===== src/rtl/core/spkm_pkg.sv =====
`timescale 1ns / 1ps

package spkm_pkg;

  // Data path configuration
  localparam int SAMPLE_BITS     = 8;
  localparam int COUNT_BITS      = 16;
  localparam int LIMIT_FRAC_BITS = 16;

  // Field and register widths
  localparam int FIELD_BITS      = 8;
  localparam int BLEN_BITS       = 16;
  localparam int LIMIT_BITS      = 20;
  localparam int POWER_SUM_BITS  = 32;
  localparam int SQUARE_SUM_BITS = 46;
  localparam int POWER_BITS      = 2 * SAMPLE_BITS;
  localparam int SQUARE_BITS     = 2 * POWER_BITS;

  // Block queue between accumulator and SK test
  localparam int QUEUE_DEPTH = 2;
  localparam int PTR_BITS    = $clog2(QUEUE_DEPTH);
  localparam int FILL_BITS   = $clog2(QUEUE_DEPTH + 1);

  // Shared multiplier of the SK test
  localparam int MUL_BITS  = 32;
  localparam int PROD_BITS = 2 * MUL_BITS;
  localparam int ACC_BITS  = 104;

  // Register reset values
  localparam logic [BLEN_BITS-1:0]  BLEN_RESET  = 16'd256;
  localparam logic [LIMIT_BITS-1:0] LOWER_RESET = 20'd52429;
  localparam logic [LIMIT_BITS-1:0] UPPER_RESET = 20'd78643;

  // Register index (byte address / 4)
  typedef enum logic [1:0] {
    REG_BLOCK_LENGTH = 2'd0,
    REG_LOWER_LIMIT  = 2'd1,
    REG_UPPER_LIMIT  = 2'd2
  } reg_idx_t;

  typedef struct packed {
    logic signed [FIELD_BITS-1:0] sample_re;
    logic signed [FIELD_BITS-1:0] sample_im;
  } sample_t;

  typedef struct packed {
    logic keep;
    logic below_lower;
    logic above_upper;
  } result_t;

  typedef struct packed {
    logic [BLEN_BITS-1:0]  block_length;
    logic [LIMIT_BITS-1:0] lower_limit;
    logic [LIMIT_BITS-1:0] upper_limit;
  } cfg_t;

  // One completed block: sums and effective length
  typedef struct packed {
    logic [POWER_SUM_BITS-1:0]  power_sum;
    logic [SQUARE_SUM_BITS-1:0] square_sum;
    logic [COUNT_BITS-1:0]      n;
  } block_t;

endpackage


===== src/rtl/core/spkm_queue.sv =====
`timescale 1ns / 1ps

module spkm_queue (
  input  logic                           clk,
  input  logic                           rst,
  input  logic                           push,
  input  spkm_pkg::block_t               push_data,
  input  logic                           pop,
  output spkm_pkg::block_t               head,
  output logic [spkm_pkg::FILL_BITS-1:0] fill
);

  localparam int DEPTH = spkm_pkg::QUEUE_DEPTH;
  localparam int PW    = spkm_pkg::PTR_BITS;
  localparam int FW    = spkm_pkg::FILL_BITS;

  spkm_pkg::block_t entries [DEPTH];
  logic [PW-1:0]    wr_ptr;
  logic [PW-1:0]    rd_ptr;

  assign head = entries[rd_ptr];

  always_ff @(posedge clk) begin
    if (rst) begin
      wr_ptr <= '0;
      rd_ptr <= '0;
      fill   <= '0;
    end else begin
      if (push) begin
        entries[wr_ptr] <= push_data;
        wr_ptr <= (wr_ptr == PW'(DEPTH - 1)) ? '0 : wr_ptr + PW'(1);
      end
      if (pop) begin
        rd_ptr <= (rd_ptr == PW'(DEPTH - 1)) ? '0 : rd_ptr + PW'(1);
      end
      case ({push, pop})
        2'b10:   fill <= fill + FW'(1);
        2'b01:   fill <= fill - FW'(1);
        default: fill <= fill;
      endcase
    end
  end

`ifndef SYNTHESIS
  a_no_overflow: assert property (@(posedge clk) disable iff (rst)
    push |-> fill < FW'(DEPTH))
    else $error("block queue written while full");

  a_no_underflow: assert property (@(posedge clk) disable iff (rst)
    pop |-> fill != '0)
    else $error("block queue read while empty");
`endif

endmodule


===== config.mk =====
export PLATFORM = sky130hd
export DESIGN_NAME = spkm_queue
export DESIGN_NICKNAME = d
export VERILOG_FILES = /design/src/rtl/core/spkm_pkg.sv /design/src/rtl/core/spkm_queue.sv
export SDC_FILE = /design/constraint.sdc
export NUM_CORES = 1
export LEC_CHECK = 0
export BUFFER_PORTS_ARGS = -buffer_cell sky130_fd_sc_hd__buf_2
export CAP_MARGIN = 5
export CELL_PAD_IN_SITES_DETAIL_PLACEMENT = 1
export CELL_PAD_IN_SITES_GLOBAL_PLACEMENT = 2
export CORE_ASPECT_RATIO = 0.8
export CORE_MARGIN = 2
export CORE_UTILIZATION = 41
export DETAILED_ROUTE_END_ITERATION = 16
export GPL_TIMING_DRIVEN = 1
export PLACE_DENSITY = 0.95
export SLEW_MARGIN = 20
export SYNTH_ARGS = -nofsm -noshare
export SYNTH_HDL_FRONTEND = slang
export SYNTH_SLANG_ARGS = --single-unit

===== constraint.sdc =====
create_clock -name clk -period 12.5 [get_ports clk]
set_input_delay 0.625 -clock clk [delete_from_list [all_inputs] [get_ports clk]]
set_output_delay 0.625 -clock clk [all_outputs]
set_load 0.01 [all_outputs]

### Yosys cells after proc, flatten, opt, wreduce, memory -nomap -nowiden

Memory sizes are Yosys's and may differ from the RTL's. A register that Yosys moved wholly into a read port is not among the register bits.
Index checks and enable logic that the tools add are counted.
Widths: inputs -> output; s select.

* register bits: 4
* word-level logic and storage cells: 19
* memories: 1
* bits in writable memories: 188
* output and inout bits: 96

* add/subtract/negate cells: 4
* muxes and demuxes: 8
* reduce and logical (&&, ||, !) cells: 1
* eq/ne operators: 2

Memories
* entries: words 2, bits a word 94, read ports 1, clocked after Yosys merged registers in 1, wr ports 1, RTL line spkm_queue.sv:17 `spkm_pkg::block_t entries [DEPTH];`

Operators by type and width (count)
* $mux 1: 7
* $pmux 2 s2: 1
* $add 1x1->1 const B: 2
* $add 2x1->2 const B: 1
* $eq 2x1->1 const B: 1
* $eq 2x2->1 const B: 1
* $reduce_bool 2->1: 1
* $sub 2x1->2 const B: 1

### Logic depth before layout (Yosys ltp)

* word-level depth: 4
* gate-level depth with buffers: 5

### Least setup slack after synthesis

OpenSTA, ideal clock, no wires.

* path type: in2reg
* from: in push
* to: mem entries[1][0] in the netlist's numbering, enable pin
* path buffers: 0
* slack: 4.322 ns
* setup time: 0.683 ns
* stages: 2
* data required time: 11.817 ns
* data arrival time: 7.495 ns
* cells stage by stage: inv_1 -> nor3b_1

* longest elaborated chain between the ends: 3

Ends and longest elaborated chain
* from (decl): RTL line spkm_queue.sv:6 `input logic push,`
* $mux 1: RTL line spkm_queue.sv:29 `if (push) begin`
* $mux 1: RTL line spkm_queue.sv:24 `if (rst) begin`
* $mux 1 (not written as such): RTL line spkm_queue.sv:30 `entries[wr_ptr] <= push_data;`
* to (decl): RTL line spkm_queue.sv:17

Every way passes these cells.

==> impl_metrics.py <==
metrics = {
    "status": {
        "status": "completed",
    },
    "placement": {
        "hpwl_um": 9620,
        "portBuffers": 193,
        "gp_congestion": 0.714,
    },
    "timing": {
        "slew_headroom_pct": 49.3,
        "post-route-period-util_pct": 24.8,
        "final_max_slew_viol_count": 0,
        "skew_ns": 0.0128,
        "rsz0062_at_grt": "no",
        "period_needed_ns": 3.11,
        "tns_ns": 0,
        "setup_viol": 0,
        "tightestPinTransition_ns": 0.761,
        "hold_viol_final": 0,
        "hold-worst-slack_ns": 0.384,
        "max_freq_ghz": 0.322,
    },
    "power": {
        "total_power_mw": 1.40,
        "p_leak_nw": 3.23,
        "power_density_nw_per_um2": 160,
        "peakVddDrop_uv": 111,
    },
    "floorplanning": {
        "start_util_pct": 42.1,
        "rows": 42,
        "ios": 194,
        "fp.dieH_um": 121,
        "die_w_um": 150,
        "core_um2": 16600,
        "dieArea_um2": 18100,
    },
    "cts": {
        "cts_tree": "yes",
        "cts_sinks": 193,
        "postCtsSetupRepairBufs": 0,
        "cts_buffer_depth": 2,
        "holdBufCountCts": 0,
        "cts_buffers": 17,
        "path_clk_slew_ns": 0.07,
        "root_buffer": "clkbuf_16",
        "h-tree-depth": 4,
        "cts_resized": 0,
        "insertion_delay_ns": 0.42,
    },
    "critical_path": {
        "reg2reg_depth": 3,
        "rrSetupSlack_ns": 10.27,
        "crit_type": "reg -> out",
        "worstReg2RegEnd": "entries[1][37]$_DFFE_PP_",
        "worst_ep_arrival_time_ns": 2.48,
        "start_kind": "flip-flop",
        "crit_fanout": 54,
        "r2r_start": "wr_ptr$_SDFFE_PP0P_",
        "cp.required_ns": 11.88,
        "end_kind": "output pin",
    },
    "min_path": {
        "holdCritPathClass": "in -> reg",
        "holdPathEnd": "entries[0][8]$_DFFE_PP_",
        "min-delay-start": "push_data[8]",
        "holdPathStages": 1,
    },
    "final_layout": {
        "multi_input_area_um2": 1160,
        "synthToLayoutAreaGrowth_pct": 25.5,
        "fillers": 1580,
        "regArea_um2": 5750,
        "final_net_count": 618,
        "drive_gt1_share_pct": 61.3,
        "n_antenna_cell": 0,
    },
    "synth": {
        "ys_warn_count": 0,
        "syn_nets": 411,
        "synth_area_um2": 6990,
        "ys_seq_area_share_pct": 82.2,
        "synth_area_per_cell_um2": 22.4,
        "synth.distinct_cells": 16,
        "synth-seq-cells": 193,
        "synth_cells": 312,
    },
    "global_route": {
        "grt_pass1_wl_um": 21500,
        "grtUsageTotal_pct": 16.1,
        "grt_pass1_vias": 3931,
        "grt_max_degree": 55,
        "antenna_found_initial": 0,
        "gr-total-overflow": 0,
    },
    "flow_run": {
        "maxCapViolations": 0,
    },
    "detailed_routing": {
        "wirelength_um": 14200,
        "dr.pass1.iters": 4,
        "vias": 3622,
        "ant_nets": 0,
        "drt_iter0_markers": 165,
        "wl_per_cell_um": 18.9,
        "drcViolationCount": 0,
        "viasPerCell": 4.82,
    },
}
registers in the layout, summed over array words and instances (netlist names), named ones only:
signal,flops
rd_ptr,1
wr_ptr,1
entries,188
fill,2
how the worst max path moves through the flow:
| stage | from | endpoint | slack, ns | depth (start not counted) |
|---|---|---|---|---|
| after detailed placement | push | entries[1][9]$_DFFE_PP_ | 9.81 | 5 |
| final | flip-flop | head[10] | 9.39 | 3 |
| after global placement | flip-flop | head[37] | 9.88 | 3 |
| after floorplan | push | entries[1][0]$_DFFE_PP_ | 4.32 | 2 |
| after CTS | flip-flop | head[9] | 9.33 | 3 |
| after global routing | flip-flop | head[9] | 9.24 | 3 |
through the flow:
step	utilization (%)	cell area [um^2]	std cells	setup WS (ns)
6_report	52.8	8770	752	9.39
5_1_grt	52.8	8770	752	9.24
4_1_cts	52.8	8770	752	9.33
3_5_place_dp	49.3	8190	720	9.81
3_3_place_gp	49.3	8190	720	9.88
2_1_floorplan	-	6990	312	4.32
cell usage after synthesis:
| cell | number | share of area (%) |
|---|---|---|
| a21oi_1 | 1 | 0.072 |
| buf_2 | 3 | 0.21 |
| buf_4 | 1 | 0.11 |
| buf_6 | 6 | 0.97 |
| dfxtp_1 | 5 | 1.4 |
| edfxtp_1 | 188 | 81 |
| ha_1 | 1 | 0.18 |
| inv_1 | 1 | 0.054 |
| mux2_2 | 94 | 15 |
| nor2_1 | 4 | 0.21 |
| nor3_1 | 1 | 0.072 |
| nor3b_1 | 1 | 0.11 |
| o21ai_0 | 1 | 0.072 |
| or3_1 | 1 | 0.090 |
| xnor2_1 | 3 | 0.38 |
| xor2_1 | 1 | 0.13 |
cells by family (layout without fill, tap and decap cells):
| logic type | count (synthesis) | in the layout | share of synthesized area, % |
|---|---|---|---|
| AND/OR/NAND/NOR | 7 | 7 | 0.483 |
| adder cells (fa/ha/maj) | 1 | 1 | 0.179 |
| multiplexers | 94 | 94 | 15.1 |
| buffers and inverters | 11 | 231 | 1.34 |
| AO/OA/AOI/OAI | 2 | 2 | 0.143 |
| flip-flops | 193 | 193 | 82.2 |
| XOR/XNOR | 4 | 4 | 0.501 |
layout by cell type, fill, tap and decap left out, types with 3 or more instances in the layout:
cell type    n
xnor2_1      3
clkinv_4     5
buf_2      193
clkbuf_16   17
buf_4        5
inv_8        4
nor2_1       4
dfxtp_1      4
edfxtp_1   188
mux2_2      94
power by group:
part / total [mW] / internal, mW / switching, mW / leakage, nW
sequential: 0.751 / 0.739 / 0.0119 / 1.77
clock: 0.525 / 0.282 / 0.243 / 0.278
combinational: 0.126 / 0.0607 / 0.0657 / 1.18
total: 1.40 / 1.08 / 0.321 / 3.23
worst max-delay path: stages (launching register included):
cell and delay [ns]:
dfxtp_4 0.70, buf_4 0.67, mux2_2 0.43, buf_2 0.14
final cells by class:
class	count	share of cell area, %
clock buffer	18	4.89
sequential	193	65.6
timing repair buffer	198	11.4
clock inverter	14	1.68
multi-input combinational	108	13.2
inverter	1	0.0428
tap	220	3.14
per-layer routing:
layer  vias up  track usage (%)  share of wire (%)
li1       1652                -                  -
met1      1811             21.1                 44
met2       149             25.8                 48
met3        10             4.91                6.9
met4         0             4.78               0.86
met5         -                0                  0
(Power assumes the default switching activity.)
