### src/rtl/core/spkm_pkg.sv
`timescale 1ns / 1ps

package spkm_pkg;

  // Data path configuration
  localparam int SAMPLE_BITS     = 8;
  localparam int COUNT_BITS      = 16;
  localparam int LIMIT_FRAC_BITS = 16;

  // Field and register widths
  localparam int FIELD_BITS      = 8;
  localparam int BLEN_BITS       = 16;
  localparam int LIMIT_BITS      = 20;
  localparam int POWER_SUM_BITS  = 32;
  localparam int SQUARE_SUM_BITS = 46;
  localparam int POWER_BITS      = 2 * SAMPLE_BITS;
  localparam int SQUARE_BITS     = 2 * POWER_BITS;

  // Block queue between accumulator and SK test
  localparam int QUEUE_DEPTH = 2;
  localparam int PTR_BITS    = $clog2(QUEUE_DEPTH);
  localparam int FILL_BITS   = $clog2(QUEUE_DEPTH + 1);

  // Shared multiplier of the SK test
  localparam int MUL_BITS  = 32;
  localparam int PROD_BITS = 2 * MUL_BITS;
  localparam int ACC_BITS  = 104;

  // Register reset values
  localparam logic [BLEN_BITS-1:0]  BLEN_RESET  = 16'd256;
  localparam logic [LIMIT_BITS-1:0] LOWER_RESET = 20'd52429;
  localparam logic [LIMIT_BITS-1:0] UPPER_RESET = 20'd78643;

  // Register index (byte address / 4)
  typedef enum logic [1:0] {
    REG_BLOCK_LENGTH = 2'd0,
    REG_LOWER_LIMIT  = 2'd1,
    REG_UPPER_LIMIT  = 2'd2
  } reg_idx_t;

  typedef struct packed {
    logic signed [FIELD_BITS-1:0] sample_re;
    logic signed [FIELD_BITS-1:0] sample_im;
  } sample_t;

  typedef struct packed {
    logic keep;
    logic below_lower;
    logic above_upper;
  } result_t;

  typedef struct packed {
    logic [BLEN_BITS-1:0]  block_length;
    logic [LIMIT_BITS-1:0] lower_limit;
    logic [LIMIT_BITS-1:0] upper_limit;
  } cfg_t;

  // One completed block: sums and effective length
  typedef struct packed {
    logic [POWER_SUM_BITS-1:0]  power_sum;
    logic [SQUARE_SUM_BITS-1:0] square_sum;
    logic [COUNT_BITS-1:0]      n;
  } block_t;

endpackage

### src/rtl/core/spkm_front.sv
`timescale 1ns / 1ps

module spkm_front (
  input  logic                              clk,
  input  logic                              rst,
  input  spkm_pkg::cfg_t                    cfg,
  input  logic                              sample_valid,
  output logic                              sample_stall,
  input  spkm_pkg::sample_t                 sample,
  input  logic [spkm_pkg::FILL_BITS-1:0]    fill,
  output logic                              push,
  output spkm_pkg::block_t                  push_data
);

  localparam int SB = spkm_pkg::SAMPLE_BITS;
  localparam int CB = spkm_pkg::COUNT_BITS;
  localparam int PB = spkm_pkg::POWER_BITS;
  localparam int QB = spkm_pkg::SQUARE_BITS;
  localparam int RB = spkm_pkg::FILL_BITS + 1;

  logic signed [SB-1:0]   re;
  logic signed [SB-1:0]   im;
  logic signed [2*SB-1:0] re_sq;
  logic signed [2*SB-1:0] im_sq;
  logic [PB-1:0]          power;
  logic [CB-1:0]          n_raw;
  logic [CB-1:0]          n_eff;
  logic [CB:0]            done;
  logic                   last;
  logic                   accept;
  logic [RB-1:0]          reserved;

  logic [CB-1:0] count;

  logic          s1_valid;
  logic          s1_last;
  logic [PB-1:0] s1_power;
  logic [CB-1:0] s1_n;

  logic          s2_valid;
  logic          s2_last;
  logic [PB-1:0] s2_power;
  logic [QB-1:0] s2_square;
  logic [CB-1:0] s2_n;

  logic [spkm_pkg::POWER_SUM_BITS-1:0]  power_sum;
  logic [spkm_pkg::SQUARE_SUM_BITS-1:0] square_sum;
  logic [spkm_pkg::POWER_SUM_BITS-1:0]  power_sum_next;
  logic [spkm_pkg::SQUARE_SUM_BITS-1:0] square_sum_next;

  always_comb begin
    re    = sample.sample_re[SB-1:0];
    im    = sample.sample_im[SB-1:0];
    re_sq = re * re;
    im_sq = im * im;
    power = PB'(re_sq) + PB'(im_sq);

    n_raw = cfg.block_length[CB-1:0];
    n_eff = (n_raw < CB'(2)) ? CB'(2) : n_raw;
    done  = {1'b0, count} + (CB + 1)'(1);
    last  = done >= {1'b0, n_eff};
  end

  // Hold off input while every queue slot is claimed by a block
  // already stored or still in the pipeline.
  assign reserved     = RB'(fill) + RB'(s1_valid && s1_last) + RB'(s2_valid && s2_last);
  assign sample_stall = reserved >= RB'(spkm_pkg::QUEUE_DEPTH);
  assign accept       = sample_valid && !sample_stall;

  assign power_sum_next  = power_sum + spkm_pkg::POWER_SUM_BITS'(s2_power);
  assign square_sum_next = square_sum + spkm_pkg::SQUARE_SUM_BITS'(s2_square);

  assign push      = s2_valid && s2_last;
  assign push_data = '{power_sum: power_sum_next, square_sum: square_sum_next, n: s2_n};

  always_ff @(posedge clk) begin
    if (rst) begin
      count      <= '0;
      s1_valid   <= 1'b0;
      s2_valid   <= 1'b0;
      power_sum  <= '0;
      square_sum <= '0;
    end else begin
      s1_valid <= accept;
      if (accept) begin
        s1_power <= power;
        s1_last  <= last;
        s1_n     <= n_eff;
        count    <= last ? '0 : done[CB-1:0];
      end

      s2_valid <= s1_valid;
      if (s1_valid) begin
        s2_square <= QB'(s1_power) * QB'(s1_power);
        s2_power  <= s1_power;
        s2_last   <= s1_last;
        s2_n      <= s1_n;
      end

      if (s2_valid) begin
        if (s2_last) begin
          power_sum  <= '0;
          square_sum <= '0;
        end else begin
          power_sum  <= power_sum_next;
          square_sum <= square_sum_next;
        end
      end
    end
  end

endmodule

### config.mk
export PLATFORM = sky130hd
export DESIGN_NAME = spkm_front
export DESIGN_NICKNAME = d
export VERILOG_FILES = /design/src/rtl/core/spkm_pkg.sv /design/src/rtl/core/spkm_front.sv
export SDC_FILE = /design/constraint.sdc
export NUM_CORES = 1
export LEC_CHECK = 0
export BUFFER_PORTS_ARGS = -buffer_cell sky130_fd_sc_hd__buf_2
export CAP_MARGIN = 25
export CORE_MARGIN = 3
export CORE_UTILIZATION = 60
export CTS_BUF_LIST = sky130_fd_sc_hd__clkbuf_8
export CTS_CLUSTER_DIAMETER = 200
export DETAILED_ROUTE_END_ITERATION = 10
export GPL_TIMING_DRIVEN = 0
export PLACE_DENSITY_LB_ADDON = 0.2
export RECOVER_POWER = 25
export SLEW_MARGIN = 20
export SYNTH_ARGS = -nofsm -noshare
export SYNTH_HDL_FRONTEND = slang
export SYNTH_SLANG_ARGS = --single-unit
### constraint.sdc
create_clock -name clk -period 16.2 [get_ports clk]
set_input_delay 0 -clock clk [delete_from_list [all_inputs] [get_ports clk]]
set_output_delay 0 -clock clk [all_outputs]
set_load 0.05 [all_outputs]
# Word level (Yosys, flattened, before mapping)
# Index checks and enable logic that the tools add are counted.
# totals
in_bits,77
output_inout_bits,96
wordCells,35
regBits,194
romBits,0
ram_bits,0
memories,0
latchBits,0
# classes
n_eq_ne,0
magnitude_cmp,3
add_sub_neg,6
muxes,4
shifts,0
bitwise,1
div_mod_pow,0
n_mul,3
n_reduce_logical,6
# op_table
cell,count
$add 46x32->46,1
$mux 46,1
$add 32x16->32,1
$mul 16x16->32,1
$mul 8x8->16,2
$mux 16,2
$mux 32,1
$add 16x1->17 const B,1
$ge 17x16->1,1
$add 16x16->16,1
$lt 16x2->1 const B,1
$reduce_and 2->1,2
$add 2x1->3,1
$add 3x1->3,1
$ge 3x2->1 const B,1
$logic_and 1x1->1,3
$logic_not 1->1,1
$not 1->1,1

# Depth between registers and ports, before layout
# logic_depth
word_depth,7
ltp_mapped,25

# Worst setup path before layout
# Ideal clock, no wire load.
# synth_timing
path_type,register -> register
startpoint,reg s1_power[1]
endpoint,"reg s2_square[29], data pin"
arrival_ps,6077
path_slack_ps,9864
n_path_buf,2
path_stages_with_launch,26
t_required_ps,15941
path_cell_list,edfxtp_1 clkbuf_1 clkbuf_1 and2_1 fa_1 inv_1 fa_1 inv_1 fa_1 inv_1 fa_1 inv_1 fa_1 inv_1 fa_1 inv_1 ha_1 nand2_1 nor2_1 a211oi_1 o21ai_1 a211oi_1 a21oi_1 o31ai_2 nor3_1 a211o_1
# synth_between
elab_chain_cells,1
# synth_rtl
element,line_no,rtl
start: declaration,spkm_front.sv:37,logic [PB-1:0] s1_power;
start signal: assignment,spkm_front.sv:86,s1_power <= power;
$mul 16x16->32,spkm_front.sv:94,s2_square <= QB'(s1_power) * QB'(s1_power);
end signal: assignment,spkm_front.sv:94,
end: declaration,spkm_front.sv:43,logic [QB-1:0] s2_square;
# No other way between the ends.
# A chain may end at the register's enable or synchronous reset.

# Worst setup path in the final report
# layout_timing
startpoint,reg s1_power[4]
endpoint,"reg s2_square[29], data pin"
# Same word-level chain as after synthesis.

==> summary.md <==
| Metric | Value |
|---|---|
| Status | `finished clean` |
| Met1 track demand over resource | `36.27%` |
| Worst-Margin Slew | `1.463 ns` |
| Clk Latency, worst-skew pair | `0.50 ns` |
| CTS clock-pin slew for the worst setup and hold paths | `0.12 ns` |
| Share of layout cells above drive strength 1 | `6.300%` |
| Vias in the first global route | `16900` |
| Hold path start | `fill[1]` |
| GR Util met2 | `43.91%` |
| Post-Place Cells | `2932` |
| Tcrit/Tclk final | `47.40%` |
| Critical-path cell list | `clkbuf_1 > clkbuf_1 > nand2_1 > inv_1 > fa_1 > inv_1 > fa_1 > inv_1 > fa_1 > fa_1 > fa_1 > inv_1 > fa_1 > inv_1 > ha_1 > a21o_1 > a21o_1 > a21oi_1 > o21ai_0 > a211oi_1 > a21oi_1 > o31ai_2 > nor3_1 > a211o_1` |
| Nets | `3079` |
| Async S/R FF share, synth | `0%` |
| Critical path's top delay family | `adder cells` |
| Skew final | `0.02906 ns` |
| Relative slew slack | `2.238%` |
| Via total after detailed routing | `16710` |
| Yosys warnings | `0` |
| GRT Total Usage | `26.26%` |
| Area delta synth->final | `8.548%` |
| Data arrival, critical path | `7.93 ns` |
| Final Setup Violations | `0` |
| R2r setup slk | `8.52 ns` |
| CP max stage delay | `0.54 ns` |
| Final instance area | `0.02366 mm^2` |
| Seq/Total Area, Yosys | `22.04%` |
| Type of destination of the critical path | `flop` |
| FF+latch count, synth | `192` |
| Number of port buffers | `128` |
| Grt ovf | `0` |
| CP startpoint kind | `flop` |
| CP most frequent cell | `fa_1` |
| GP Congestion | `0.9145` |
| Detailed Route Iter0 Violations | `944` |
| # IOs | `173` |
| Final number of hold-violating endpoints | `0` |
| Die width | `196.6 um` |
| Yosys cell types | `73` |
| Placed Area | `0.02310 mm^2` |
| Root Driver | `clkbuf_8` |
| DPL Wire Length | `40440 um` |
| Avg WL per Cell | `16.62 um` |
| Setup_tns | `0 ns` |
| Area of the multi-input gates | `0.01495 mm^2` |
| Crit Reg-Reg Endpoint | `s2_square[29]` |
| Avg Inst Size Synth | `9.314 um^2` |
| RSZ-0062 raised after global routing | `false` |
| R2R cell count | `24` |
| Worst hold path type | `in -> reg` |
| Mapped Cells | `2340` |
| Hold Path Sink | `count[8]` |
| Post-DRT Antenna Nets | `0` |
| WP data required | `16.45 ns` |
| Die height | `196.6 um` |
| Antenna violations before repair | `0` |
| Most used DFF post-synth | `edfxtp_1` |
| Critical path's slowest cell | `edfxtp_1` |
| Post-synth EDFFs | `96` |
| Vias per cell | `5.599` |
| Syn_nets | `2908` |
| Post-CTS Repair Setup Buffers | `0` |
| DR pass1 iterations | `5` |
| Row count | `69` |
| Final wirelength | `49600 um` |
| Crit path max fanout | `10` |
| Largest net degree at the start of global routing | `31` |
| CP Buf/Inv Count | `7` |
| Max-cap viol count | `0` |
| RR Startpoint | `s1_power[4]` |
| Crit Path Class | `reg -> reg` |
| Final cell count without fillers | `2985` |
| Cell Area, Synth | `0.02179 mm^2` |
| Core Footprint | `0.03566 mm^2` |
| Setup crit start | `s1_power[4]` |
| F_max | `130.2 MHz` |
| Fill cells | `2831` |
| Max-slew violations | `0` |
| Area of the die | `0.03865 mm^2` |
| Drt drc | `0` |
| First-pass GRT wire length | `82950 um` |
| CTS tree | `built` |
| Cts bufs inserted | `17` |
| H-Tree Depth | `4` |
| WHS Path Cells | `6` |
| CTS Sinks | `192` |
| Tmin final | `7.679 ns` |
| Met3 Use GR | `3.812%` |
| N_diodes | `0` |
| Clk buf depth | `2` |
| Busiest grt layer | `met2` |
| Register area | `0.004805 mm^2` |
| Starting density of the core | `61.13%` |
[placed cells by master (no fill, tap or decap), types with 12 or more instances in the layout]
cell           Yosys  layout
inv_1            443     443
fa_1             281     281
ha_1             210     210
nand2_1          207     207
nor2_1           137     137
clkbuf_1          82     115
xnor2_1          107     107
buf_2              4      99
dfxtp_1           96      96
edfxtp_1          96      96
and2_1            90      88
a21oi_1           82      82
o21ai_0           59      59
a21o_1            43      43
xor2_1            43      43
a22oi_1           43      43
nand3_1           37      37
a31oi_1           22      22
nor3_1            21      21
dlygate4sd3_1      0      21
and3_1            19      19
nand4_1           17      17
clkbuf_8           0      17
or3_1             16      16
o21bai_1          15      15
nor2b_1           15      15
o211ai_1          12      12
[final cells by class]
type / count / share of cell area [%]
multi-input combinational: 1611 / 63.21
sequential: 192 / 20.31
inverter: 444 / 7.045
timing repair buffer: 152 / 3.639
tap: 461 / 2.438
buffer: 93 / 1.565
clock buffer: 17 / 0.9890
clock inverter: 15 / 0.8039
[per-layer routing]
layer  up-vias  wire length (um)
li1       7926                 -
met1      8197             21580
met2       524             23700
met3        67              3167
met4         0              1157
met5         -                 0
[timing repair]
item / CTS / global route
endpoints found under the hold margin: 25 / 0
endpoints found under the setup margin: 0 / 0
hold buffers: 21 / 0
gates resized for setup: 0 / 0
[cell usage after synthesis (59+ instances only)]
cell type    n  share of area, %
edfxtp_1    96                13
and2_1      90               2.6
clkbuf_1    82               1.4
nor2_1     137               2.4
ha_1       210                12
fa_1       281                26
dfxtp_1     96               8.8
a21oi_1     82               1.9
nand2_1    207               3.6
xnor2_1    107               4.3
inv_1      443               7.6
o21ai_0     59               1.4
[through the flow]
step | hold slack (ns) | setup WS, ns | util (%)
3_5_place_dp | 0.2887 | 8.643 | 64.78
3_3_place_gp | 0.2872 | 8.789 | 64.54
5_1_grt | 0.07299 | 8.250 | 66.35
4_1_cts | 0.002408 | 8.644 | 66.55
2_1_floorplan | 0.1667 | 9.864 | -
6_report | 0.04635 | 8.521 | 66.35
[registers in the layout (all words and copies together), names as in the netlist, 16 cells and up]
signal and cells:
s2_power 16, s1_n 16, count 16, square_sum 46, power_sum 32, s2_square 30, s2_n 16, s1_power 16
[how the worst max path moves through the flow]
| stage | endpoint | cells after the start |
|---|---|---|
| detailed placement | s2_square[29] | 24 |
| finish | s2_square[29] | 24 |
| floorplan | s2_square[29] | 25 |
| CTS | s2_square[29] | 24 |
| global placement | s2_square[29] | 24 |
| global route | s2_square[29] | 24 |
[tightest hold or removal path: cells and delay by family]
kind            cells  cell delay (ns)
simple gates        3             0.29
compound gates      2             0.12
buf+inv             1             0.08
[logic make-up after synthesis]
| logic type | share of synthesized area (%) |
|---|---|
| simple gates | 13.39 |
| buf+inv | 9.340 |
| fa+ha+maj | 37.87 |
| compound gates | 11.23 |
| flops | 22.04 |
| xor+xnor | 6.028 |
| mux | 0.09759 |
Power is not shown: default switching activity piles up to over one toggle a cycle in this logic, so the estimate is an artifact.
