==> config.mk <==
export PLATFORM = sky130hd
export DESIGN_NAME = spkm_back
export DESIGN_NICKNAME = d
export VERILOG_FILES = /design/src/rtl/core/spkm_pkg.sv /design/src/rtl/core/spkm_back.sv
export SDC_FILE = /design/constraint.sdc
export NUM_CORES = 2
export LEC_CHECK = 0
export BUFFER_PORTS_ARGS = -buffer_cell sky130_fd_sc_hd__buf_4
export CORE_MARGIN = 5
export CORE_UTILIZATION = 70
export CTS_CLUSTER_DIAMETER = 100
export CTS_CLUSTER_SIZE = 20
export DETAILED_ROUTE_END_ITERATION = 10
export GPL_ROUTABILITY_DRIVEN = 0
export PLACE_DENSITY_LB_ADDON = 0.1
export SYNTH_ARGS = -nofsm -noshare
export SYNTH_HDL_FRONTEND = slang
export SYNTH_SLANG_ARGS = --single-unit
==> constraint.sdc <==
create_clock -name clk -period 20.8 [get_ports clk]
set_input_delay 4.16 -clock clk [delete_from_list [all_inputs] [get_ports clk]]
set_output_delay 4.16 -clock clk [all_outputs]
set_load 0.01 [all_outputs]
==> src/rtl/core/spkm_pkg.sv <==
`timescale 1ns / 1ps

package spkm_pkg;

  // Data path configuration
  localparam int SAMPLE_BITS     = 8;
  localparam int COUNT_BITS      = 16;
  localparam int LIMIT_FRAC_BITS = 16;

  // Field and register widths
  localparam int FIELD_BITS      = 8;
  localparam int BLEN_BITS       = 16;
  localparam int LIMIT_BITS      = 20;
  localparam int POWER_SUM_BITS  = 32;
  localparam int SQUARE_SUM_BITS = 46;
  localparam int POWER_BITS      = 2 * SAMPLE_BITS;
  localparam int SQUARE_BITS     = 2 * POWER_BITS;

  // Block queue between accumulator and SK test
  localparam int QUEUE_DEPTH = 2;
  localparam int PTR_BITS    = $clog2(QUEUE_DEPTH);
  localparam int FILL_BITS   = $clog2(QUEUE_DEPTH + 1);

  // Shared multiplier of the SK test
  localparam int MUL_BITS  = 32;
  localparam int PROD_BITS = 2 * MUL_BITS;
  localparam int ACC_BITS  = 104;

  // Register reset values
  localparam logic [BLEN_BITS-1:0]  BLEN_RESET  = 16'd256;
  localparam logic [LIMIT_BITS-1:0] LOWER_RESET = 20'd52429;
  localparam logic [LIMIT_BITS-1:0] UPPER_RESET = 20'd78643;

  // Register index (byte address / 4)
  typedef enum logic [1:0] {
    REG_BLOCK_LENGTH = 2'd0,
    REG_LOWER_LIMIT  = 2'd1,
    REG_UPPER_LIMIT  = 2'd2
  } reg_idx_t;

  typedef struct packed {
    logic signed [FIELD_BITS-1:0] sample_re;
    logic signed [FIELD_BITS-1:0] sample_im;
  } sample_t;

  typedef struct packed {
    logic keep;
    logic below_lower;
    logic above_upper;
  } result_t;

  typedef struct packed {
    logic [BLEN_BITS-1:0]  block_length;
    logic [LIMIT_BITS-1:0] lower_limit;
    logic [LIMIT_BITS-1:0] upper_limit;
  } cfg_t;

  // One completed block: sums and effective length
  typedef struct packed {
    logic [POWER_SUM_BITS-1:0]  power_sum;
    logic [SQUARE_SUM_BITS-1:0] square_sum;
    logic [COUNT_BITS-1:0]      n;
  } block_t;

endpackage

==> src/rtl/core/spkm_back.sv <==
`timescale 1ns / 1ps

module spkm_back (
  input  logic                           clk,
  input  logic                           rst,
  input  spkm_pkg::cfg_t                 cfg,
  input  logic [spkm_pkg::FILL_BITS-1:0] fill,
  input  spkm_pkg::block_t               head,
  output logic                           pop,
  output logic                           result_valid,
  input  logic                           result_stall,
  output spkm_pkg::result_t              result
);

  localparam int MB   = spkm_pkg::MUL_BITS;
  localparam int PRB  = spkm_pkg::PROD_BITS;
  localparam int AB   = spkm_pkg::ACC_BITS;
  localparam int CB   = spkm_pkg::COUNT_BITS;
  localparam int SSB  = spkm_pkg::SQUARE_SUM_BITS;
  localparam int DIFF_BITS = CB + SSB;
  localparam int LHS_BITS  = DIFF_BITS + CB + 1;
  localparam int LM_BITS   = spkm_pkg::LIMIT_BITS + CB;

  typedef enum logic [1:0] {
    ST_IDLE,
    ST_MUL,
    ST_ACC
  } state_t;

  // Multiply-accumulate steps of the SK test
  typedef enum logic [3:0] {
    OP_S1SQ,
    OP_NS2_LO,
    OP_NS2_HI,
    OP_LHS_LO,
    OP_LHS_HI,
    OP_LO_LIM,
    OP_LO_P00,
    OP_LO_P01,
    OP_LO_P10,
    OP_LO_P11,
    OP_UP_LIM,
    OP_UP_P00,
    OP_UP_P01,
    OP_UP_P10,
    OP_UP_P11
  } op_t;

  typedef enum logic [1:0] {
    SH_0,
    SH_32,
    SH_64
  } shift_t;

  state_t           state;
  op_t              op;
  spkm_pkg::block_t ent;
  logic [PRB-1:0]   prod;
  logic [AB-1:0]    acc;
  logic [PRB-1:0]   s1sq;
  logic [DIFF_BITS-1:0] diff;
  logic [LHS_BITS-1:0]  lhs;
  logic [LM_BITS-1:0]   lm;
  logic                 below;

  logic [MB-1:0] a_op;
  logic [MB-1:0] b_op;
  logic          acc_clear;
  shift_t        shift;
  logic [AB-1:0] addend;
  logic [AB-1:0] acc_next;
  logic [PRB:0]  ns2_diff;
  logic [AB-1:0] lhs_ext;
  logic          lhs_lt;
  logic          lhs_gt;
  logic [MB-1:0] n_plus;
  logic [MB-1:0] n_minus;

  assign n_plus  = MB'(ent.n) + MB'(1);
  assign n_minus = MB'(ent.n) - MB'(1);

  always_comb begin
    a_op      = '0;
    b_op      = '0;
    acc_clear = 1'b0;
    shift     = SH_0;
    case (op)
      OP_S1SQ: begin
        a_op = ent.power_sum; b_op = ent.power_sum; acc_clear = 1'b1;
      end
      OP_NS2_LO: begin
        a_op = ent.square_sum[MB-1:0]; b_op = MB'(ent.n); acc_clear = 1'b1;
      end
      OP_NS2_HI: begin
        a_op = MB'(ent.square_sum[SSB-1:MB]); b_op = MB'(ent.n); shift = SH_32;
      end
      OP_LHS_LO: begin
        a_op = diff[MB-1:0]; b_op = n_plus; acc_clear = 1'b1;
      end
      OP_LHS_HI: begin
        a_op = MB'(diff[DIFF_BITS-1:MB]); b_op = n_plus; shift = SH_32;
      end
      OP_LO_LIM: begin
        a_op = MB'(cfg.lower_limit); b_op = n_minus; acc_clear = 1'b1;
      end
      OP_UP_LIM: begin
        a_op = MB'(cfg.upper_limit); b_op = n_minus; acc_clear = 1'b1;
      end
      OP_LO_P00, OP_UP_P00: begin
        a_op = lm[MB-1:0]; b_op = s1sq[MB-1:0]; acc_clear = 1'b1;
      end
      OP_LO_P01, OP_UP_P01: begin
        a_op = lm[MB-1:0]; b_op = s1sq[PRB-1:MB]; shift = SH_32;
      end
      OP_LO_P10, OP_UP_P10: begin
        a_op = MB'(lm[LM_BITS-1:MB]); b_op = s1sq[MB-1:0]; shift = SH_32;
      end
      OP_LO_P11, OP_UP_P11: begin
        a_op = MB'(lm[LM_BITS-1:MB]); b_op = s1sq[PRB-1:MB]; shift = SH_64;
      end
      default: begin
        a_op = '0;
      end
    endcase

    case (shift)
      SH_32:   addend = AB'({prod, {MB{1'b0}}});
      SH_64:   addend = AB'({prod, {PRB{1'b0}}});
      default: addend = AB'(prod);
    endcase

    acc_next = (acc_clear ? '0 : acc) + addend;
    // borrow flags a negative SK (N*S2 below S1^2)
    ns2_diff = {1'b0, acc_next[PRB-1:0]} - {1'b0, s1sq};
    lhs_ext  = AB'({lhs, {spkm_pkg::LIMIT_FRAC_BITS{1'b0}}});
    lhs_lt   = lhs_ext < acc_next;
    lhs_gt   = lhs_ext > acc_next;
  end

  assign pop = (state == ST_IDLE) && (fill != '0) && !result_valid;

  always_ff @(posedge clk) begin
    if (rst) begin
      state        <= ST_IDLE;
      op           <= OP_S1SQ;
      result_valid <= 1'b0;
    end else begin
      if (result_valid && !result_stall) begin
        result_valid <= 1'b0;
      end
      case (state)
        ST_IDLE: begin
          if (pop) begin
            ent   <= head;
            below <= 1'b0;
            op    <= OP_S1SQ;
            if (head.power_sum == '0) begin
              // no power at all: keep, as a NaN compares
              result       <= spkm_pkg::result_t'{keep: 1'b1, below_lower: 1'b0,
                                                  above_upper: 1'b0};
              result_valid <= 1'b1;
            end else begin
              state <= ST_MUL;
            end
          end
        end
        ST_MUL: begin
          prod  <= PRB'(a_op) * PRB'(b_op);
          state <= ST_ACC;
        end
        ST_ACC: begin
          acc <= acc_next;
          op  <= op_t'(op + 4'd1);
          // last step, or a negative SK, ends the test
          if (op == OP_UP_P11 || (op == OP_NS2_HI && ns2_diff[PRB])) begin
            state <= ST_IDLE;
          end else begin
            state <= ST_MUL;
          end
          case (op)
            OP_S1SQ: s1sq <= acc_next[PRB-1:0];
            OP_NS2_HI: begin
              if (ns2_diff[PRB]) begin
                result       <= spkm_pkg::result_t'{keep: 1'b0, below_lower: 1'b1,
                                                    above_upper: 1'b0};
                result_valid <= 1'b1;
              end else begin
                diff <= ns2_diff[DIFF_BITS-1:0];
              end
            end
            OP_LHS_HI: lhs <= acc_next[LHS_BITS-1:0];
            OP_LO_LIM, OP_UP_LIM: lm <= acc_next[LM_BITS-1:0];
            OP_LO_P11: below <= lhs_lt;
            OP_UP_P11: begin
              result       <= spkm_pkg::result_t'{keep: !(below || lhs_gt),
                                                  below_lower: below,
                                                  above_upper: lhs_gt};
              result_valid <= 1'b1;
            end
            default: ;
          endcase
        end
        default: state <= ST_IDLE;
      endcase
    end
  end

`ifndef SYNTHESIS
  a_flags_consistent: assert property (@(posedge clk) disable iff (rst)
    result_valid |-> (result.keep == !(result.below_lower || result.above_upper)))
    else $error("keep disagrees with limit flags");

  a_no_work_while_result_waits: assert property (@(posedge clk) disable iff (rst)
    state != ST_IDLE |-> !result_valid)
    else $error("SK test running while a result is pending");
`endif

endmodule

## After elaboration in Yosys (flattened, before gate mapping)

Index checks and enable logic that the tools add are counted.

- Order comparisons: 2
- Equality and inequality tests: 24
- Add/subtract/negate cells: 5
- Reduce and logical (&&, ||, !) cells: 35
- Bitwise gates (word level): 2
- Multiplexer cells: 26
- $mul: 1

Operators with widths:

| cell | count |
|---|---|
| 32-bit one-hot mux with 9 select lines | 1 |
| 104-bit one-hot mux with 2 select lines | 1 |
| 32-bit one-hot mux with 6 select lines | 1 |
| 104-bit adder | 1 |
| 95-bit by 104-bit greater-than comparator with 1-bit output | 1 |
| 95-bit by 104-bit less-than comparator with 1-bit output | 1 |
| 104-bit 2-to-1 mux | 1 |
| 64-bit by 64-bit subtractor with 65-bit output | 1 |
| 32-bit by 32-bit multiplier with 64-bit output | 1 |
| 32-bit logical NOT | 1 |
| 4-bit == test (second input constant) | 7 |
| 16-bit by 1-bit adder with 17-bit output (second input constant) | 1 |
| 16-bit by 1-bit subtractor with 17-bit output (second input constant) | 1 |
| 4-bit by 3-bit == test with 1-bit output (second input constant) | 4 |
| 4-bit OR reduction | 4 |
| 3-bit one-hot mux with 2 select lines | 2 |
| 3-bit AND reduction | 4 |
| 3-bit 2-to-1 mux | 3 |
| 4-bit by 2-bit == test with 1-bit output (second input constant) | 2 |
| 1-bit 2-to-1 mux | 8 |
| 4-bit one-hot mux with 2 select lines | 1 |
| 2-bit AND reduction | 4 |
| 4-bit AND reduction | 2 |
| 2-bit OR reduction | 4 |
| other kinds (22) | 38 |

- Flip-flop bits (word level): 514
- Bits of input ports: 155
- Logic and storage cells: 111
- Output and inout bits: 5

## Longest topological paths before layout

- Word-level depth: 11
- Mapped depth: 43

## Worst setup path before layout

No wires, ideal clock.

- Path type: input-to-reg
- From: in cfg[11] (netlist bit)
- To: reg prod[45] (data pin)
- Data required time: 20.540 ns
- Buffers on the path: 1
- Cell stages on the path: 31
- Slack: 7.935 ns
- Arrival: 12.605 ns
- Cells stage by stage: a22o_1 -> a2111oi_1 -> clkbuf_1 -> nor2_1 -> fa_1 -> fa_1 -> fa_1 -> inv_1 -> fa_1 -> inv_1 -> fa_1 -> inv_1 -> fa_1 -> inv_1 -> fa_1 -> inv_1 -> fa_1 -> inv_1 -> ha_1 -> a21oi_1 -> o21ai_0 -> a41oi_1 -> o311a_1 -> a211oi_1 -> a21oi_1 -> o21a_1 -> o21ai_0 -> o41ai_1 -> o311ai_0 -> a21oi_1 -> xnor2_1

- Cells in the longest elaborated chain, start to end: 2

Ends and longest elaborated chain:

| item | RTL line | text |
|---|---|---|
| start, declared | spkm_back.sv:6 | `input spkm_pkg::cfg_t cfg,` |
| 32-bit one-hot mux with 9 select lines | spkm_back.sv:87 | `case (op)` |
| 32-bit by 32-bit multiplier with 64-bit output | spkm_back.sv:168 | `prod <= PRB'(a_op) * PRB'(b_op);` |
| end signal, assigned | spkm_back.sv:168 |  |
| end, declared | spkm_back.sv:58 | `logic [PRB-1:0] prod;` |

No other way between the ends.
A chain may end at the register's enable or synchronous reset.

## Final worst setup path

- From: in cfg[10] (netlist bit)
- To: reg prod[45] (data pin)

Same word-level chain as after synthesis.

==> results.toml <==
[status]
outcome = "finished, final reports clean"

[sta]
slew_headroom_pct = 11.9
fin_tns_setup_ns = 0
drv_slew = 0
worstMarginPinSlew_ns = 1.32
fmax_mhz = 77.1
rsz0062_at_grt = "no"
finalCritPeriodShare_pct = 62.3
fin_crit_ns = 12.97
final-hold-violation-count = 0
setup_viol = 0
clock_skew_ns = 0.0339

[clocking]
path_clk_slew_ns = 0.08
clock-sinks = 514
post_cts_resize_count = 0
cts_buffer_depth = 3
clock_latency_ns = 0.67
ctsHtreeMaxLevel = 1
postCtsHoldBufs = 0
cts_setup_buffers = 0
root_buffer = "clkbuf_16"
cts-buffers-inserted = 30
cts_tree = "yes"

[setup_path]
worstPathArrival_ns = 13.35
cp_slowest_cell = "fa_1"
rr_endpoint = "prod[45]$_DFFE_PP_"
start_kind = "input pin"
reg2reg_from = "op[2]$_SDFFE_PP0P_"
critPathLaunch = "cfg[10]"
worstPathMaxFanout = 18
crit_path_max_incr_delay_ns = 0.55
worstPathRequired_ns = 21.19
worst_r2r_path_depth = 36
crit_type = "in2reg"
r2r_slack_ns = 9.13
cp-end-kind = "flop"
crit_top_cell = "fa_1"

[synthesis]
synth_area_mm2 = 0.0655
synth_top_area_share_pct = 27.5
synth_compound_area_share_pct = 12.0
synth_top_family_by_area = "adder cells"
synth_flop_cell = "edfxtp_1"
synth_seq_cells = 514
yosys-top-cells-count = "1185 x inv_1, 927 x nand2_1, 898 x fa_1, 595 x nor2_1, 517 x ha_1"
synth_area_leaders = "fa_1 27%, edfxtp_1 23%, ha_1 9.9%"
yosysTopAreaCell = "fa_1"
yosysMostFrequentCell = "inv_1"
ys_types = 105
ys_warn_count = 0
synthSimpleGateAreaFrac_pct = 15.0
synth_xor_area_share_pct = 3.14
synth_adder_area_share_pct = 37.4
synth_area_per_cell_um2 = 9.29
yosysSeqAreaShare_pct = 23.5
synth_edf_count = 507
synth_nets = 8616
muxShareOfSynthArea_pct = 0.119
async_flop_share_pct = 0
netlist_instances = 7046

[flow_run]
maxCapViolCount = 0

[floorplanning]
die_x_um = 316
die_area_mm2 = 0.0997
die_y_um = 316
io_pins = 160
core_area_mm2 = 0.0930
start_util_pct = 70.3
row_count = 112

[global_routing]
grt_pass1_vias = 54242
grt_pass1_wl_mm = 329
antenna_found_initial = 12
grt.total_usage_pct = 44.3
grt_max_degree = 105
overflow = 0

[drt]
routed_wl_mm = 220
firstDrtPassIters = 8
drc = 0
drtIter0Drc = 6998
ant_nets = 0
vias = 54684
vias_per_cell = 6.57
drt-wirelength-per-cell_um = 26.4

[layout]
fin_area_mm2 = 0.0692
final_cells = 8329
area_delta_synth_final_pct = 5.73
nets = 8619
drive_above_1_share_pct = 6.68
fin_util_pct = 74.4

[placement]
place_area_mm2 = 0.0683
io_buffers = 143
dp_cells = 8271
dpl.hpwl_mm = 171

[hold_path]
holdPathEnd = "op[1]$_SDFFE_PP0P_"
hp-start = "op[1]$_SDFFE_PP0P_"
worstHoldPathType = "reg2reg"
hold_depth = 2
## flip-flops by register name (all words and copies together) (netlist names)
signal	flops
s1sq	64
op	4
result_valid	1
acc	104
lhs	79
below	1
result	3
ent	94
lm	36
prod	64
diff	62
state	2
## stage by stage
step / worst slack [ns] / hold slack, ns
floorplan: 7.94 / 0.493
global placement: 7.49 / 0.509
detailed placement: 7.42 / 0.520
CTS: 8.06 / 0.533
global route: 7.41 / 0.568
finish: 7.83 / 0.535
## cell families (layout without fill, tap and decap cells)
family,Yosys count,count (layout)
compound gates,1175,1175
xor+xnor,235,235
fa+ha+maj,1415,1415
buf+inv,1536,1555
flops,514,514
mux,6,6
other cells,0,10
simple gates,2165,2165
## per-layer routing
metal,routed length (µm),part of all wire (%),vias up,global-route usage [%]
met5,77,0.035,-,0
met4,21200,9.6,10,30.7
met3,34200,16,1058,16.2
met2,88800,40,4223,62.7
met1,75900,34,26358,56.9
li1,-,-,23035,-
## critical path: cells and delay by family
kind	cells	cell delay, ns
adders and majority gates	9	4.31
AOI/OAI and AO/OA	13	3.39
xor gates and xnor gates	1	0.17
and+or+nand+nor	2	0.37
buffers and inverters	8	0.92
## layout make-up
| type | instances | area (µm²) |
|---|---|---|
| diodes | 10 | 25.0 |
| clock buffers | 43 | 800 |
| inverters | 1186 | 4450 |
| multi-input cells | 4996 | 44500 |
| well taps | 1254 | 1570 |
| repair buffers | 321 | 2410 |
| clock inverters | 5 | 62.6 |
| flip-flops and latches | 514 | 15400 |
| fillers | 6776 | 23900 |
## worst max-delay path by stage
stage	cells after the start	to
2_1_floorplan	31	prod[45]$_DFFE_PP_
3_3_place_gp	33	prod[45]$_DFFE_PP_
3_5_place_dp	33	prod[45]$_DFFE_PP_
4_1_cts	33	prod[45]$_DFFE_PP_
5_1_grt	33	prod[45]$_DFFE_PP_
6_report	33	prod[45]$_DFFE_PP_
## cell usage in the layout, fill, tap and decap left out, types with 17 or more instances in the layout
master,synthesis,final
clkbuf_16,0,30
inv_1,1185,1185
edfxtp_1,507,507
nand2_1,927,927
o21a_1,31,31
a31oi_1,36,36
nand2b_1,35,35
a211oi_1,29,19
xor2_1,87,87
xnor2_1,148,148
o211ai_1,20,20
o21bai_1,67,67
or2_2,18,18
a211o_1,17,17
and2_1,177,175
o21ai_0,204,203
nor3_1,47,43
nor4_1,25,25
a22o_1,41,41
a21o_1,181,181
nor2b_1,35,33
nand4_1,110,110
nand3_1,74,74
a21oi_1,318,316
a22oi_1,60,60
buf_4,3,321
and4_1,43,43
nor2_1,595,590
and3_1,24,24
fa_1,898,898
ha_1,517,516
Power is left out: the tool's default activity adds up to more than one toggle a clock period on the data nets, which glitch-free logic cannot reach.
